$ cat src/design/fvt_pkg.sv
// Shared types and constants for the frustum visibility test block.
package fvt_pkg;

   localparam int PlaneRegs  = 6;
   localparam int IdxWidth   = 3;
   localparam int AddrWidth  = IdxWidth + 3;
   localparam int DataWidth  = 64;
   localparam int ScaleShift = 14;
   localparam int SumWidth   = 35;

   // register indexes
   localparam logic [IdxWidth-1:0] RegBias = 3'd6;

   typedef logic signed [15:0]         fix_type;
   typedef logic [14:0]                radius_type;
   typedef logic signed [31:0]         prod_type;
   typedef logic signed [16:0]         ofs_type;
   typedef logic signed [SumWidth-1:0] sum_type;
   typedef logic [IdxWidth-1:0]        idx_type;
   typedef logic [DataWidth-1:0]       data_type;

   typedef struct packed {
      fix_type offset;
      fix_type nz;
      fix_type ny;
      fix_type nx;
   } plane_type;

endpackage

$ cat src/design/fvt_csr.sv
// APB-style register file holding the plane equations and the cull bias.
module fvt_csr (
   input  logic                      clock,
   input  logic                      reset,
   input  logic                      psel,
   input  logic                      penable,
   input  logic                      pwrite,
   input  logic [fvt_pkg::AddrWidth-1:0] paddr,
   input  fvt_pkg::data_type         pwdata,
   output fvt_pkg::data_type         prdata,
   output logic                      pready,
   output fvt_pkg::plane_type        plane_o [fvt_pkg::PlaneRegs],
   output fvt_pkg::fix_type          bias_o
);
   import fvt_pkg::*;

   plane_type plane_ff [PlaneRegs];
   fix_type   bias_ff;
   idx_type   idx;
   logic      wr;

   assign idx    = paddr[AddrWidth-1:3];
   assign wr     = psel & penable & pwrite;
   assign pready = 1'b1;

   always_ff @(posedge clock) begin
      if (reset) begin
         for (int i = 0; i < PlaneRegs; i++) begin
            plane_ff[i] <= '0;
         end
         bias_ff <= '0;
      end else if (wr) begin
         if (idx < IdxWidth'(PlaneRegs)) begin
            plane_ff[idx] <= pwdata;
         end else if (idx == RegBias) begin
            bias_ff <= pwdata[15:0];
         end
      end
   end

   always_comb begin
      prdata = '0;
      if (idx < IdxWidth'(PlaneRegs)) begin
         prdata = plane_ff[idx];
      end else if (idx == RegBias) begin
         prdata = {48'b0, bias_ff};
      end
   end

   assign plane_o = plane_ff;
   assign bias_o  = bias_ff;
endmodule

$ cat config.mk
export PLATFORM = sky130hd
export DESIGN_NAME = fvt_csr
export DESIGN_NICKNAME = d
export VERILOG_FILES = /design/src/design/fvt_pkg.sv /design/src/design/fvt_csr.sv
export SDC_FILE = /design/constraint.sdc
export NUM_CORES = 1
export LEC_CHECK = 0
export ABC_CLOCK_PERIOD_IN_PS = 2400
export BUFFER_PORTS_ARGS = -buffer_cell sky130_fd_sc_hd__buf_2
export CAP_MARGIN = 20
export CORE_AREA = 2 2 209 211
export DETAILED_ROUTE_END_ITERATION = 8
export DIE_AREA = 0 0 211 213
export GPL_ROUTABILITY_DRIVEN = 0
export GPL_TIMING_DRIVEN = 0
export PLACE_DENSITY = 0.67
export REMOVE_ABC_BUFFERS = 1
export SKIP_LAST_GASP = 1
export SLEW_MARGIN = 20
export SYNTH_ARGS = -nofsm -noshare
export SYNTH_HDL_FRONTEND = slang
export SYNTH_SLANG_ARGS = --single-unit
$ cat constraint.sdc
create_clock -name clock -period 2.4 [get_ports clock]
set_input_delay 0.6 -clock clock [delete_from_list [all_inputs] [get_ports clock]]
set_output_delay 0.6 -clock clock [all_outputs]
set_load 0.01 [all_outputs]
After elaboration in Yosys (flattened, before gate mapping):

Cells that the tools add are included.

* register bits after elaboration: 400
* bits of input ports: 75
* output and inout port bits: 465
* word-level logic and storage cells: 44

* $lt $le $gt $ge: 3
* eq/ne operators: 1
* mux-type cells: 8
* bitwise operators: 4
* reductions and logical operators: 3

Operator list (number)
* 384-bit bitwise mux: 1
* 64-bit 2-to-1 mux: 4
* 64-bit binary-select mux with 3-bit select: 1
* 64-bit demux with 3-bit select: 1
* 16-bit 2-to-1 mux: 1
* 4-bit greater-or-equal comparator (second input constant): 1
* 4-bit by 1-bit < comparator with 1-bit output (second input constant): 1
* 3-bit inverter with 4-bit output: 1
* 3-bit == test (second input constant): 1
* 3-bit < comparator (second input constant): 1
* 3-bit AND reduction: 1
* 1-bit AND: 2
* 2-bit AND reduction: 1
* 1-bit logical AND: 1
* 1-bit inverter: 1

Longest topological paths before layout:

* depth in word-level cells: 6
* gate-level depth with buffers: 7
* gate-level depth less buffers: 3

Least setup slack after synthesis:

Ideal clock, no wire load.

* kind: input-to-output
* start: in paddr[4] (netlist bit)
* end: out prdata[10]
* arrival time: 1.698 ns
* data required time: 1.800 ns
* setup slack: 0.102 ns
* stages: 6
* buffers on the path: 3
* cells stage by stage: buf_2 > buf_2 > inv_1 > clkbuf_1 > a221oi_1 > a221oi_1

* cells in the longest elaborated chain, start to end: 5
* elaborated cells between the ends (all ways): 8
* classes of those cells: order compare (1); eq/ne (1); mux (5); bitwise (1)

Ends and longest elaborated chain
* start, declared: line fvt_csr.sv:8 `input logic [fvt_pkg::AddrWidth-1:0] paddr,`
* 3-bit inverter with 4-bit output (not written as such): line fvt_csr.sv:44 `prdata = plane_ff[idx];`
* 64-bit binary-select mux with 3-bit select: line fvt_csr.sv:44
* 64-bit 2-to-1 mux (not written as such) (2 in series): line fvt_csr.sv:44
* 64-bit 2-to-1 mux *: line fvt_csr.sv:43 `if (idx < IdxWidth'(PlaneRegs)) begin`
* end, declared: line fvt_csr.sv:10 `output fvt_pkg::data_type prdata,`

Mark *: on every way between the ends. The rest lies on a longest branch, timed or not. The select of a mux whose other input is x is not followed.

Final worst setup path:

* start: in paddr[4] (netlist bit)
* end: out prdata[47]

The elaborated chain is that of the path after synthesis.

==> flow_summary.json <==
{
  "dp.cells": 2868,
  "crit_family": "buffers and inverters",
  "die_area_um2": 44900,
  "fin_crit_sh_pct": 104,
  "fin_nets": 2534,
  "cp_max_fo": 8,
  "final_cell_mix": "528 x buf_2, 400 x dfxtp_1, 363 x mux2i_1, 336 x nand2b_1, 138 x nand3_1",
  "setup.worst_path.end_class": "output port",
  "path_cells": "buf_16 > buf_16 > nor2b_4 > clkbuf_16 > buf_16 > a22oi_1 > a21oi_1 > buf_4",
  "path_clk_slew_ns": 0.06,
  "ant_nets": 0,
  "cts_tree": "done",
  "slew_violations": 0,
  "syn_inst": 1937,
  "dieHeight_um": 213,
  "antenna_found_initial": 3,
  "port_buffers": 535,
  "yosysWarnings": 0,
  "ios": 540,
  "synth.area.top_cells": "dfxtp_1 43%, mux2i_1 19%, nand2b_1 11%",
  "drc": 0,
  "violations": "setup timing",
  "timing.slew.headroom_pct": 54.9,
  "leakagePower_nw": 12.5,
  "clock_skew_ns": 0,
  "start_kind": "primary input",
  "setup_slack_ns": -0.103,
  "dpl.hpwl_um": 44900,
  "ys_seq_area_share_pct": 42.6,
  "yosys.area.top_type": "dfxtp_1",
  "power_w": 0.0152,
  "final_common_cell": "buf_2",
  "comb_power_share_pct": 10.7,
  "yosys.area.top_type_share_pct": 42.6,
  "final_layout_size_suffix_gt1_share_pct": 35.3,
  "cpMaxStageDelayCell": "clkbuf_16",
  "cts-root-buf": "clkbuf_16",
  "hold_viol": 0,
  "netSwitchingPower_w": 0.00374,
  "p_int_w": 0.0115,
  "viasPerCell": 5.90,
  "htree_levels": 2,
  "timing.fmax_ghz": 0.399,
  "async_reset_ff_share_pct": 0,
  "insertion_delay_ns": 0.56,
  "fin_cells": 3039,
  "tightest_slew_ns": 0.677,
  "hp-class": "primary input to flip-flop",
  "yosys_register_bits": 400,
  "hold_ws_ns": 0.300,
  "arrival_ns": 1.90,
  "grt_overflow_total": 0,
  "max-vdd-ir-drop_uv": 501,
  "cts_sinks": 400,
  "grt_max_degree": 152,
  "drt_iter0_markers": 1419,
  "area_growth_pct": 36.0,
  "cts_inserted_buffers": 45,
  "dr.pass1.iters": 6,
  "worstPathRequired_ns": 1.80,
  "outcome": "complete, but fails checks",
  "grt_pass1_wl_um": 110000,
  "cts_buffer_depth": 3,
  "synth_flop_cell": "dfxtp_1",
  "finalWirelength_um": 77700,
  "pwr-share-seq_pct": 44.3,
  "finalSetupViolations": 32,
  "swShare_pct": 24.6,
  "clock_power_share_pct": 45.0,
  "cap_violations": 0,
  "rows": 76,
  "rsz0062_at_grt": "yes",
  "initial_utilization_pct": 44.0,
  "timing.critical_path.buf_inv": 5,
  "syn_avg_cell_area_um2": 9.69,
  "synth.distinct_cells": 34,
  "crit_type": "primary input to output port",
  "cts_hold_buf": 0,
  "dr_total_vias": 17943,
  "wire_per_inst_um": 25.6,
  "core-area_um2": 42700,
  "p_per_area_nw_per_um2": 595,
  "grt.total_usage_pct": 32.4,
  "grt_pass1_vias": 17234,
  "synthesis.area_um2": 18800,
  "die-width_um": 211,
  "cp_slowest_stage_delay_ns": 0.22,
  "nFillCells": 3638,
  "period_needed_ns": 2.50,
  "synth-edff-count": 0,
  "worst_path_most_repeated_cell": "buf_16"
}
[layer usage]
layer	global-route usage, %	vias to the layer above	share of wire, %
met4	14.6	0	4.5
met3	8.44	222	8.4
li1	-	7953	-
met2	53.6	932	47
met1	39.5	8836	40
met5	0	-	0
[cell usage after synthesis, types with 5 or more instances]
cell      count
o221ai_1     31
a22oi_1      11
mux2_2       71
clkbuf_1     97
buf_4        44
a32oi_1      18
mux2i_1     364
dfxtp_1     400
nand2b_1    340
buf_2        44
o21ai_0     128
a221oi_1     35
nand3_1     138
nand2_1      33
nor2b_1       5
o211ai_1      6
a21oi_1     139
[logic make-up after synthesis]
| group | Yosys count | synth area share (%) |
|---|---|---|
| other cells | 1 | 0.0200 |
| compound gates | 380 | 12.1 |
| mux | 435 | 23.7 |
| buf+inv | 192 | 5.09 |
| flops | 400 | 42.6 |
| simple gates | 529 | 16.5 |
[power groups by stage]
stage	Clock (W)	Sequential (W)	Combinational [W]
5_1_grt	0.00717	0.00673	0.00168
4_1_cts	0.00689	0.00673	0.00150
6_report	0.00683	0.00673	0.00163
3_3_place_gp	0	0.00687	0.00112
3_5_place_dp	0	0.00687	0.00119
2_1_floorplan	0	0.00689	0.000458
[stage by stage]
stage | instance area (µm²) | setup TNS, ns | utilization (%) | setup WS (ns)
after global placement | 21200 | -3516.08 | 49.6 | -12.86
after detailed placement | 22100 | -239.42 | 51.8 | -1.42
after CTS | 24900 | -2.41 | 58.4 | -0.120
after floorplan | 17800 | -758.46 | - | -5.20
after global routing | 25500 | -2.81 | 59.8 | -0.140
final | 25500 | -1.36 | 59.8 | -0.103
[worst paths after layout]
check / endpoint / start / depth (start not counted) / slack (ns)
max: prdata[47] / paddr[4] / 8 / -0.10
min: plane_o[78]$_SDFFE_PP0P_ / pwdata[14] / 3 / 0.30
max reg2reg: plane_o[82]$_SDFFE_PP0P_ / plane_o[82]$_SDFFE_PP0P_ / 2 / 1.63
min reg2reg: plane_o[323]$_SDFFE_PP0P_ / plane_o[323]$_SDFFE_PP0P_ / 2 / 0.48
[final cells by class]
| type | count | area [µm²] | share of cell area (%) |
|---|---|---|---|
| multi-input combinational | 1348 | 10400 | 40.9 |
| sequential | 400 | 8010 | 31.4 |
| timing repair buffer | 661 | 4930 | 19.3 |
| clock buffer | 69 | 1320 | 5.15 |
| tap | 546 | 683 | 2.68 |
| clock inverter | 7 | 113 | 0.441 |
| inverter | 2 | 18.8 | 0.0735 |
| antenna | 5 | 12.5 | 0.0490 |
| timing repair inverter | 1 | 7.51 | 0.0294 |
[worst register-to-register path, stage by stage (launching register included)]
cell,delay [ns]
dfxtp_1,0.38
o21ai_0,0.10
a21oi_1,0.21
[registers in the layout, indices dropped and copies added, names as in the netlist]
register,count
plane_o,384
bias_o,16
[what timing repair did]
item | in CTS | in global routing
pin swaps | 15 | 37
setup buffers | 51 | 11
cloned | 23 | 7
gates resized for setup | 74 | 72
setup endpoints to repair | 128 | 59
Power figures use the tool's default switching activity.
